===== src/sv/pvbc_pkg.sv =====
package pvbc_pkg;

	localparam int COORD_BITS_DEF = 32;
	localparam int FRAC_BITS_DEF  = 16;

	localparam int REG_IDX_BITS = 1;
	localparam logic [REG_IDX_BITS-1:0] REG_BAND_LEFT  = 1'd0;
	localparam logic [REG_IDX_BITS-1:0] REG_BAND_RIGHT = 1'd1;

	typedef enum logic [1:0] {
		CLS_LEFT  = 2'd0,
		CLS_MID   = 2'd1,
		CLS_RIGHT = 2'd2
	} cls_t;

	typedef enum logic [2:0] {
		ST_IDLE,
		ST_SCAN,
		ST_SETUP,
		ST_DIV,
		ST_ROUND,
		ST_PUSH
	} state_t;

endpackage


===== src/sv/polygon_vertical_band_clipper.sv =====
// Clips a closed polygon to the band left <= x < right, one vertex word at a time.
// Slave stream: s_tdata carries vertex_x and vertex_y, s_tlast marks the last vertex.
// Master stream: m_tdata carries point_x and point_y, m_tuser is point_valid, m_tlast
// marks the final point of the clipped polygon. A closing step with no point gives one
// word with point_valid 0, zero coordinates and m_tlast high.
// Band bounds come through the cfg port (index 0 left, index 1 right); they are put in
// ascending order internally.
// One vertex is taken at a time. Each vertex walks six candidate slots (start vertex and
// two cuts for the incoming edge and for the closing edge); a start vertex is pushed
// directly, while a cut is formed by the bit-serial multiply-divide that computes y,
// one bit of |y1-y0| per cycle. No new vertex word is taken until the walk is done.
// Reset empties the output register, closes any open polygon, and sets the band to
// [0, 1.0). A stalled receiver holds the current output word; the sequencer waits
// with its next point until the output register drains, and s_tready stays low.
module polygon_vertical_band_clipper #(
	parameter int COORD_BITS = pvbc_pkg::COORD_BITS_DEF,
	parameter int FRAC_BITS  = pvbc_pkg::FRAC_BITS_DEF
) (
	input  logic clk,
	input  logic arst_n,
	input  logic                                       cfg_we,
	input  logic [pvbc_pkg::REG_IDX_BITS-1:0]         cfg_index,
	input  logic [COORD_BITS-1:0]                      cfg_data,
	input  logic                                       s_tvalid,
	output logic                                       s_tready,
	// vertex_x, vertex_y, zero fill
	input  logic [((2*COORD_BITS+7)/8)*8-1:0]          s_tdata,
	input  logic                                       s_tlast,
	output logic                                       m_tvalid,
	input  logic                                       m_tready,
	// point_x, point_y, zero fill
	output logic [((2*COORD_BITS+7)/8)*8-1:0]          m_tdata,
	// point_valid
	output logic                                       m_tuser,
	output logic                                       m_tlast
);
	import pvbc_pkg::*;

	localparam int CB     = COORD_BITS;
	localparam int W      = COORD_BITS + 1;
	localparam int CNT_W  = $clog2(W);
	localparam int DATA_W = ((2*COORD_BITS+7)/8)*8;
	localparam logic [CB-1:0] RIGHT_RESET = CB'(64'd1 << FRAC_BITS);
	localparam logic [CNT_W-1:0] CNT_LAST = CNT_W'(W - 1);

	function automatic cls_t classify(input logic signed [CB-1:0] x,
			input logic signed [CB-1:0] lo, input logic signed [CB-1:0] hi);
		cls_t c;
		if (x < lo) c = CLS_LEFT;
		else if (x < hi) c = CLS_MID;
		else c = CLS_RIGHT;
		return c;
	endfunction

	state_t state_q, state_d;

	logic signed [CB-1:0] band_left_q, band_right_q, lo, hi;
	logic signed [CB-1:0] first_x_q, first_y_q, prev_x_q, prev_y_q, cur_x_q, cur_y_q;
	logic have_first_q, last_q, mark_q;
	logic [2:0] slot_q;
	logic [5:0] mask_q;
	logic [1:0] hf_q;

	logic signed [CB-1:0] xb_q, y0_q;
	logic [W-1:0] a_q, b_q, d_q, r_q, q_q;
	logic neg_q;
	logic [CNT_W-1:0] cnt_q;

	logic signed [CB-1:0] pt_x_q, pt_y_q;
	logic pt_valid_q, pt_last_q;

	logic m_tvalid_q, m_tuser_q, m_tlast_q;
	logic signed [CB-1:0] m_x_q, m_y_q;

	// handshake and control strobes
	logic accept, push_ok, do_push;

	// ------------------------------------------------------------------
	// band bounds in ascending order
	always_comb begin
		if (band_right_q < band_left_q) begin
			lo = band_right_q;
			hi = band_left_q;
		end else begin
			lo = band_left_q;
			hi = band_right_q;
		end
	end

	always_ff @(posedge clk or negedge arst_n) begin
		if (!arst_n) begin
			band_left_q  <= '0;
			band_right_q <= RIGHT_RESET;
		end else if (cfg_we) begin
			unique case (cfg_index)
				REG_BAND_LEFT:  band_left_q  <= cfg_data;
				REG_BAND_RIGHT: band_right_q <= cfg_data;
				default: ;
			endcase
		end
	end

	// ------------------------------------------------------------------
	// slot mask built when a vertex arrives
	logic signed [CB-1:0] in_x, in_y, fx;
	cls_t c_prev, c_cur, c_first;
	logic [2:0] e1_v, e2_v;
	logic e1_hf, e2_hf;
	logic [5:0] mask_new;

	assign in_x = s_tdata[CB-1:0];
	assign in_y = s_tdata[2*CB-1:CB];
	assign fx   = have_first_q ? first_x_q : in_x;

	always_comb begin
		c_prev  = classify(prev_x_q, lo, hi);
		c_cur   = classify(in_x, lo, hi);
		c_first = classify(fx, lo, hi);

		e1_hf   = c_prev > c_cur;
		e1_v[0] = have_first_q && (c_prev == CLS_MID);
		e1_v[1] = have_first_q && (c_prev != c_cur)
			&& (e1_hf ? (c_prev == CLS_RIGHT) : (c_prev == CLS_LEFT));
		e1_v[2] = have_first_q && (c_prev != c_cur)
			&& (e1_hf ? (c_cur == CLS_LEFT) : (c_cur == CLS_RIGHT));

		e2_hf   = c_cur > c_first;
		e2_v[0] = s_tlast && (c_cur == CLS_MID);
		e2_v[1] = s_tlast && (c_cur != c_first)
			&& (e2_hf ? (c_cur == CLS_RIGHT) : (c_cur == CLS_LEFT));
		e2_v[2] = s_tlast && (c_cur != c_first)
			&& (e2_hf ? (c_first == CLS_LEFT) : (c_first == CLS_RIGHT));

		mask_new = {e2_v, e1_v};
	end

	// ------------------------------------------------------------------
	// current slot decode
	logic       edge_sel, slot_on, slots_done, use_hi;
	logic [1:0] kind;
	logic [5:0] later;

	always_comb begin
		slots_done = slot_q >= 3'd6;
		edge_sel   = slot_q >= 3'd3;
		kind       = edge_sel ? 2'(slot_q - 3'd3) : slot_q[1:0];
		slot_on    = !slots_done && mask_q[slot_q];
		later      = mask_q >> ({1'b0, slot_q} + 4'd1);
		use_hi     = (kind == 2'd1) ? hf_q[edge_sel] : !hf_q[edge_sel];
	end

	logic signed [CB-1:0] x0, y0, x1, y1, xb;
	assign x0 = edge_sel ? cur_x_q   : prev_x_q;
	assign y0 = edge_sel ? cur_y_q   : prev_y_q;
	assign x1 = edge_sel ? first_x_q : cur_x_q;
	assign y1 = edge_sel ? first_y_q : cur_y_q;
	assign xb = use_hi ? hi : lo;

	// operand magnitudes; edge direction is known from the class order
	logic signed [W-1:0] x0w, x1w, xbw, y0w, y1w, bd;
	logic [W-1:0] a_new, d_new, b_new;
	logic fwd;

	always_comb begin
		x0w   = {x0[CB-1], x0};
		x1w   = {x1[CB-1], x1};
		xbw   = {xb[CB-1], xb};
		y0w   = {y0[CB-1], y0};
		y1w   = {y1[CB-1], y1};
		fwd   = !hf_q[edge_sel];
		a_new = fwd ? W'(xbw - x0w) : W'(x0w - xbw);
		d_new = fwd ? W'(x1w - x0w) : W'(x0w - x1w);
		bd    = y1w - y0w;
		b_new = bd[W-1] ? W'(-bd) : W'(bd);
	end

	// one bit of |dy| per cycle: r = 2r + bit*a, then take off d or 2d
	logic [W+1:0] t_sum, t_d1, t_d2, t_rem;
	logic [1:0] qd;
	logic [W-1:0] q_step;

	always_comb begin
		t_sum = {1'b0, r_q, 1'b0} + (b_q[W-1] ? {2'b00, a_q} : '0);
		t_d1  = {2'b00, d_q};
		t_d2  = {1'b0, d_q, 1'b0};
		if (t_sum >= t_d2) begin
			t_rem = t_sum - t_d2;
			qd    = 2'd2;
		end else if (t_sum >= t_d1) begin
			t_rem = t_sum - t_d1;
			qd    = 2'd1;
		end else begin
			t_rem = t_sum;
			qd    = 2'd0;
		end
		q_step = {q_q[W-2:0] + (W-1)'(qd[1]), qd[0]};
	end

	// round half away from zero folded into the carry-in of the final add
	logic inc;
	logic [W:0] y_sum;

	always_comb begin
		inc   = {r_q, 1'b0} >= {1'b0, d_q};
		y_sum = {{2{y0_q[CB-1]}}, y0_q}
			+ (neg_q ? ~{1'b0, q_q} : {1'b0, q_q})
			+ (W+1)'(neg_q ? !inc : inc);
	end

	// ------------------------------------------------------------------
	// sequencer
	always_comb begin
		state_d = state_q;
		unique case (state_q)
			ST_IDLE:  if (accept) state_d = ST_SCAN;
			ST_SCAN: begin
				if (slots_done) state_d = mark_q ? ST_PUSH : ST_IDLE;
				else if (slot_on) state_d = (kind == 2'd0) ? ST_PUSH : ST_SETUP;
			end
			ST_SETUP: state_d = ST_DIV;
			ST_DIV:   if (cnt_q == '0) state_d = ST_ROUND;
			ST_ROUND: state_d = ST_PUSH;
			ST_PUSH:  if (push_ok) state_d = ST_SCAN;
			default:  state_d = ST_IDLE;
		endcase
	end

	always_comb begin
		s_tready = state_q == ST_IDLE;
		accept   = s_tvalid && s_tready;
		push_ok  = !m_tvalid_q || m_tready;
		do_push  = (state_q == ST_PUSH) && push_ok;
	end

	always_ff @(posedge clk or negedge arst_n) begin
		if (!arst_n) begin
			state_q      <= ST_IDLE;
			have_first_q <= 1'b0;
			slot_q       <= '0;
			mask_q       <= '0;
			hf_q         <= '0;
			last_q       <= 1'b0;
			mark_q       <= 1'b0;
			cnt_q        <= '0;
			first_x_q    <= '0;
			first_y_q    <= '0;
			prev_x_q     <= '0;
			prev_y_q     <= '0;
			cur_x_q      <= '0;
			cur_y_q      <= '0;
		end else begin
			state_q <= state_d;
			unique case (state_q)
				ST_IDLE: begin
					if (accept) begin
						cur_x_q      <= in_x;
						cur_y_q      <= in_y;
						if (!have_first_q) begin
							first_x_q <= in_x;
							first_y_q <= in_y;
							prev_x_q  <= in_x;
							prev_y_q  <= in_y;
						end
						have_first_q <= !s_tlast;
						last_q       <= s_tlast;
						mask_q       <= mask_new;
						hf_q         <= {e2_hf, e1_hf};
						mark_q       <= s_tlast && (mask_new == '0);
						slot_q       <= '0;
					end
				end
				ST_SCAN: begin
					if (slots_done) begin
						if (mark_q) begin
							mark_q <= 1'b0;
						end else begin
							// edge is done: the vertex becomes the previous one
							prev_x_q <= cur_x_q;
							prev_y_q <= cur_y_q;
						end
					end else if (!slot_on) begin
						slot_q <= slot_q + 3'd1;
					end
				end
				ST_SETUP: cnt_q <= CNT_LAST;
				ST_DIV:   cnt_q <= cnt_q - CNT_W'(1);
				ST_PUSH:  if (push_ok) slot_q <= slot_q + 3'd1;
				default: ;
			endcase
		end
	end

	// datapath, no reset needed
	always_ff @(posedge clk) begin
		unique case (state_q)
			ST_SCAN: begin
				if (slots_done) begin
					pt_x_q     <= '0;
					pt_y_q     <= '0;
					pt_valid_q <= 1'b0;
					pt_last_q  <= 1'b1;
				end else begin
					pt_x_q     <= x0;
					pt_y_q     <= y0;
					pt_valid_q <= 1'b1;
					pt_last_q  <= last_q && (later == '0);
				end
			end
			ST_SETUP: begin
				xb_q   <= xb;
				y0_q   <= y0;
				a_q    <= a_new;
				b_q    <= b_new;
				d_q    <= d_new;
				neg_q  <= bd[W-1];
				r_q    <= '0;
				q_q    <= '0;
			end
			ST_DIV: begin
				b_q <= {b_q[W-2:0], 1'b0};
				r_q <= t_rem[W-1:0];
				q_q <= q_step;
			end
			ST_ROUND: begin
				pt_x_q <= xb_q;
				pt_y_q <= y_sum[CB-1:0];
			end
			default: ;
		endcase
	end

	// ------------------------------------------------------------------
	// output register
	always_ff @(posedge clk or negedge arst_n) begin
		if (!arst_n) begin
			m_tvalid_q <= 1'b0;
		end else if (do_push) begin
			m_tvalid_q <= 1'b1;
		end else if (m_tready) begin
			m_tvalid_q <= 1'b0;
		end
	end

	always_ff @(posedge clk) begin
		if (do_push) begin
			m_x_q     <= pt_x_q;
			m_y_q     <= pt_y_q;
			m_tuser_q <= pt_valid_q;
			m_tlast_q <= pt_last_q;
		end
	end

	assign m_tvalid = m_tvalid_q;
	assign m_tdata  = DATA_W'({m_y_q, m_x_q});
	assign m_tuser  = m_tuser_q;
	assign m_tlast  = m_tlast_q;

	// ------------------------------------------------------------------
	a_marker_form: assert property (@(posedge clk) disable iff (!arst_n)
		m_tvalid && !m_tuser |-> m_tlast && (m_tdata == '0))
		else $error("end marker without last flag or with nonzero point");

	a_rem_bound: assert property (@(posedge clk) disable iff (!arst_n)
		state_q == ST_DIV |-> r_q < d_q)
		else $error("divider remainder not below divisor");

	a_mark_cleared: assert property (@(posedge clk) disable iff (!arst_n)
		state_q == ST_IDLE |-> !mark_q)
		else $error("end marker left pending at idle");

	a_no_early_take: assert property (@(posedge clk) disable iff (!arst_n)
		s_tvalid && s_tready |=> state_q == ST_SCAN && slot_q == '0)
		else $error("vertex walk did not start at the first slot");

endmodule

===== config.mk =====
export PLATFORM = sky130hd
export DESIGN_NAME = polygon_vertical_band_clipper
export DESIGN_NICKNAME = d
export VERILOG_FILES = /design/src/sv/pvbc_pkg.sv /design/src/sv/polygon_vertical_band_clipper.sv
export SDC_FILE = /design/constraint.sdc
export NUM_CORES = 2
export LEC_CHECK = 0
export BUFFER_PORTS_ARGS = -buffer_cell sky130_fd_sc_hd__buf_2
export CORE_UTILIZATION = 55
export CTS_CLUSTER_SIZE = 12
export DETAILED_ROUTE_END_ITERATION = 8
export GPL_ROUTABILITY_DRIVEN = 0
export PLACE_DENSITY = 0.83
export SYNTH_ARGS = -nofsm -noshare
export SYNTH_HDL_FRONTEND = slang
export SYNTH_SLANG_ARGS = --single-unit

===== constraint.sdc =====
create_clock -name clk -period 8.4 [get_ports clk]
set_input_delay 0 -clock clk [delete_from_list [all_inputs] [get_ports clk]]
set_output_delay 0 -clock clk [all_outputs]
set_load 0.01 [all_outputs]

---- After elaboration in Yosys (flattened, before gate mapping) ----
Cells that the tools add are included.
storage, ports and cells
  bits in registers ....................... 641
  input bits .............................. 103
  output and inout bits ................... 68
cells by class
  $add $sub $neg .......................... 16
  $lt $le $gt $ge ......................... 16
  equal/unequal tests ..................... 22
  shifts and indexed selects .............. 1
  muxes and demuxes ....................... 71
  bitwise logic cells ..................... 3
  reductions and logical operators ........ 40
operators by type and width
  operator            number
  $mux 32             19
  $pmux 32 s2         5
  $lt 32x32->1        7
  $mux 33             6
  $sub 32x32->33      5
  $pmux 33 s2         2
  $sub 33x33->33      2
  $add 34x33->35      1
  $ge 35x33->1        1
  $ge 35x34->1        1
  $ge 34x33->1        1
  $mux 3              11
  $neg 33->33         1
  $add 32x1->32       1
  $add 32x32->32      1
  $not 32->32         1
  $add 31x1->31       1
  $logic_not 6->1     3
  $pmux 3 s6          1
  $mux 2              8
  $mux 1              15
  $ne 2x2->1 const B  7
  $logic_and 1x1->1   13
  $pmux 6 s2          1
  32 further kinds    55

---- Logic depth before layout (Yosys ltp) ----
  depth in word-level cells ............... 12
  mapped depth ............................ 34
  gate-level depth less buffers ........... 31

---- Worst setup path before layout ----
Ideal clock, no wire load.
  path type ............................... register to register
  start point ............................. reg state_q[2]
  end point ............................... reg a_q[0] (enable)
  setup time .............................. 0.623 ns
  arrival ................................. 6.233 ns
  required time ........................... 7.777 ns
  setup slack ............................. 1.543 ns
  cell stages (with the launch flop) ...... 4
  path buffers ............................ 1
  path through ............................ dfrtp_1 nand2b_1 clkbuf_1 nor2_1
between the ends
  cells in the longest elaborated chain, start to end .. 1
RTL lines
  item                    RTL line                              RTL
  start, declared         polygon_vertical_band_clipper.sv:55   state_t state_q, state_d;
  start signal, assigned  polygon_vertical_band_clipper.sv:252  state_q <= state_d;
  $eq 3x2->1              polygon_vertical_band_clipper.sv:295  unique case (state_q)
  end signal, assigned    polygon_vertical_band_clipper.sv:312  a_q <= a_new;
  end, declared           polygon_vertical_band_clipper.sv:65   logic [W-1:0] a_q, b_q, d_q, r_q, q_q;
Every way passes these cells.
A chain may end at the register's enable or synchronous reset.

---- Worst setup path after layout ----
  start point ............................. reg band_right_q[31]
  end point ............................... reg mark_q
between the ends
  cells in the longest elaborated chain, start to end .. 12
  elaborated cells between the ends (all ways) .. 43
  those cells by class .................... 9 x order compare; 7 x eq/ne; 14 x mux; 13 x reduce/logical
RTL lines
  item                                      RTL line                              RTL
  start, declared                           polygon_vertical_band_clipper.sv:57   logic signed [CB-1:0] band_left_q, band_right_q, lo, hi;
  start signal, assigned                    polygon_vertical_band_clipper.sv:97   REG_BAND_RIGHT: band_right_q <= cfg_data;
  $lt 32x32->1                              polygon_vertical_band_clipper.sv:81   if (band_right_q < band_left_q) begin
  $mux 32                                   polygon_vertical_band_clipper.sv:81
  $lt 32x32->1                              polygon_vertical_band_clipper.sv:50   else if (x < hi) c = CLS_MID;
  $mux 2                                    polygon_vertical_band_clipper.sv:50
  $mux 2                                    polygon_vertical_band_clipper.sv:49   if (x < lo) c = CLS_LEFT;
  $gt 2x2->1, or another cell as far along  polygon_vertical_band_clipper.sv:120  e1_hf = c_prev > c_cur;
  $mux 1, or another cell as far along      polygon_vertical_band_clipper.sv:123  && (e1_hf ? (c_prev == CLS_RIGHT) : (c_prev == CLS_LEFT));
  $logic_and 1x1->1 (on tied branches)      -
  $logic_not 6->1 *                         polygon_vertical_band_clipper.sv:268  mark_q <= s_tlast && (mask_new == '0);
  $logic_and 1x1->1 *                       polygon_vertical_band_clipper.sv:268
  $mux 1 *                                  polygon_vertical_band_clipper.sv:255  if (accept) begin
  $pmux 1 s2 *                              polygon_vertical_band_clipper.sv:253  unique case (state_q)
  end signal, assigned                      polygon_vertical_band_clipper.sv:268
  end, declared                             polygon_vertical_band_clipper.sv:59   logic have_first_q, last_q, mark_q;
Mark *: on every way between the ends. The rest lies on a longest branch, timed or not. The select of a mux whose other input is x is not followed.

==> flow_metrics.env <==
export IMPL_vias=42772
export IMPL_drive_gt1_share_pct=10.1
export IMPL_endpoint_kind="register"
export IMPL_crit_path_top_delay_cell="a2111oi_0"
export IMPL_cts_resized_gates=0
export IMPL_grt_pass1_vias=41983
export IMPL_rsz0062_at_grt="false"
export IMPL_required_ps=8960
export IMPL_utilization_pct=62.2
export IMPL_clk_pin_slew_ps=70
export IMPL_wl_per_cell_um=21.8
export IMPL_tightest_slew_ps=1170
export IMPL_synth_nets=5899
export IMPL_slew_violations=0
export IMPL_synthDistinctLibCells=98
export IMPL_grt_pass1_wl_um=227000
export IMPL_hpwl_um=104000
export IMPL_hold_viol=0
export IMPL_cts_tree="done"
export IMPL_overflow=0
export IMPL_synth_top_flop_cell="edfxtp_1"
export IMPL_clockBufferDepth=3
export IMPL_area_delta_synth_final_pct=11.3
export IMPL_path_class="register to register"
export IMPL_synth_area_leaders="edfxtp_1, dfrtp_1, ha_1"
export IMPL_die_y_um=300
export IMPL_h_tree_depth=3
export IMPL_synthCells=5250
export IMPL_port_buffers=170
export IMPL_synth_most_common_cell="nand2_1"
export IMPL_numClockSinks=641
export IMPL_synthArstFlopShare_pct=43.7
export IMPL_synth_area_um2=48900
export IMPL_grt_usage_pct=31.7
export IMPL_ys_seq_elements=641
export IMPL_finalClockSkew_ps=32.2
export IMPL_synth_edff_count=361
export IMPL_setup_tns_final_ps=0
export IMPL_io_pins=171
export IMPL_crit_path_start_kind="register"
export IMPL_arrival_ps=8410
export IMPL_post_route_drc_count=0
export IMPL_regArea_um2=17800
export IMPL_postRouteAntennaNets=0
export IMPL_cp_max_fo=49
export IMPL_nFillCells=6667
export IMPL_fin_area_um2=54400
export IMPL_grt_max_degree=79
export IMPL_num_rows=108
export IMPL_multi_input_area_um2=29200
export IMPL_fp_coreArea_um2=87400
export IMPL_clock_latency_ps=650
export IMPL_start_util_pct=55.9
export IMPL_root_buffer="clkbuf_16"
export IMPL_netlist_area_leader_share_pct=22.2
export IMPL_cts_setup_buffers=0
export IMPL_post_route_period_util_pct=93.5
export IMPL_synth_common_cells="nand2_1, ha_1, a21oi_1"
export IMPL_antenna_found_initial=5
export IMPL_holdBufCountCts=124
export IMPL_wirelength_um=145000
export IMPL_cts_buffers=71
export IMPL_max_stage_delay_ps=990
export IMPL_max_freq_ghz=0.127
export IMPL_drv_cap=0
export IMPL_finalCriticalPeriod_ps=7850
export IMPL_die_width_um=300
export IMPL_fin_nets=6096
export IMPL_placed_area_um2=50800
export IMPL_drt_first_pass_iters=6
export IMPL_hold_path_class="input pin to register"
export IMPL_vias_per_cell=6.42
export IMPL_syn_area_per_cell_um2=9.31
export IMPL_relSlewSlack_pct=19.8
export IMPL_ys_warn_count=0
export IMPL_outcome="complete, no violations"
export IMPL_first_iter_violations=4648
export IMPL_setup_viol=0
export IMPL_yosysSeqAreaShare_pct=36.5
export IMPL_yosysTopAreaCell="edfxtp_1"
export IMPL_dieArea_um2=90000
[per-layer routing]
layer	track usage (%)	wire, um	vias up
met2	49.5	64400	2481
met4	16.2	7810	6
li1	-	-	19415
met1	42.3	57500	20371
met5	0	46	-
met3	5.53	15300	499
[area by class of cell]
| type | instances | share of cell area [%] |
|---|---|---|
| multi-input combinational | 4102 | 53.7 |
| clock inverter | 24 | 0.545 |
| antenna | 3 | 0.0138 |
| sequential | 641 | 32.8 |
| tap | 1155 | 2.66 |
| inverter | 290 | 2.01 |
| timing repair buffer | 341 | 4.56 |
| clock buffer | 106 | 3.70 |
[critical path, delay by kind of cell, from the launching register on]
| family | cells | cell delay (ps) |
|---|---|---|
| compound gates | 15 | 3890 |
| simple gates | 7 | 1720 |
| fa+ha+maj | 3 | 1310 |
| mux | 1 | 260 |
| flops | 1 | 400 |
| xor+xnor | 1 | 140 |
[sequential cells by signal (all words and copies together), names as in the netlist, 33 cells and up]
name,count
r_q,33
d_q,33
a_q,33
b_q,33
[per-stage QoR]
stage	worst slack, ps	instances	hold WS [ps]
detailed placement	835	6405	60.5
global placement	1050	6405	50.9
CTS	791	6659	14.2
floorplan	1540	5250	-296
global route	161	6661	81.0
finish	550	6662	44.3
[kinds of logic after synthesis]
group	Yosys count	synth area share [%]
AOI/OAI and AO/OA	1380	17.6
xor gates and xnor gates	277	4.97
DFF	641	36.5
buffers and inverters	507	3.95
adders and majority gates	546	14.1
muxes	403	8.72
and+or+nand+nor	1496	14.1
[path summary, 6_finish.rpt]
check / startpoint / to / slack, ps / cells past startpoint
max: band_right_q[31]$_DFFE_PN0P_ / mark_q$_DFFE_PN0P_ / 550 / 27
min: s_tvalid / state_q[0]$_DFFE_PN0P_ / 40 / 6
max reg2reg: band_right_q[31]$_DFFE_PN0P_ / mark_q$_DFFE_PN0P_ / 550 / 27
min reg2reg: pt_x_q[3]$_DFFE_PP_ / m_x_q[3]$_DFFE_PP_ / 420 / 0
max in group asynchronous: arst_n / cur_x_q[5]$_DFFE_PN0P_ / 5980 / 5
min in group asynchronous: arst_n / state_q[1]$_DFFE_PN0P_ / 420 / 3
[cell usage in the layout, fill, tap and decap left out, types with 150 or more instances in the layout]
cell type | netlist | routed
a21o_1 | 236 | 236
a21oi_1 | 467 | 467
buf_2 | 12 | 169
dfrtp_1 | 279 | 278
edfxtp_1 | 361 | 361
ha_1 | 536 | 536
inv_1 | 287 | 287
mux2_2 | 170 | 170
mux2i_1 | 232 | 231
nand2_1 | 599 | 596
nor2_1 | 361 | 356
o21ai_0 | 288 | 287
xor2_1 | 150 | 150
Power is left out: the tool's default activity adds up to more than one toggle a clock period on the data nets, which glitch-free logic cannot reach.
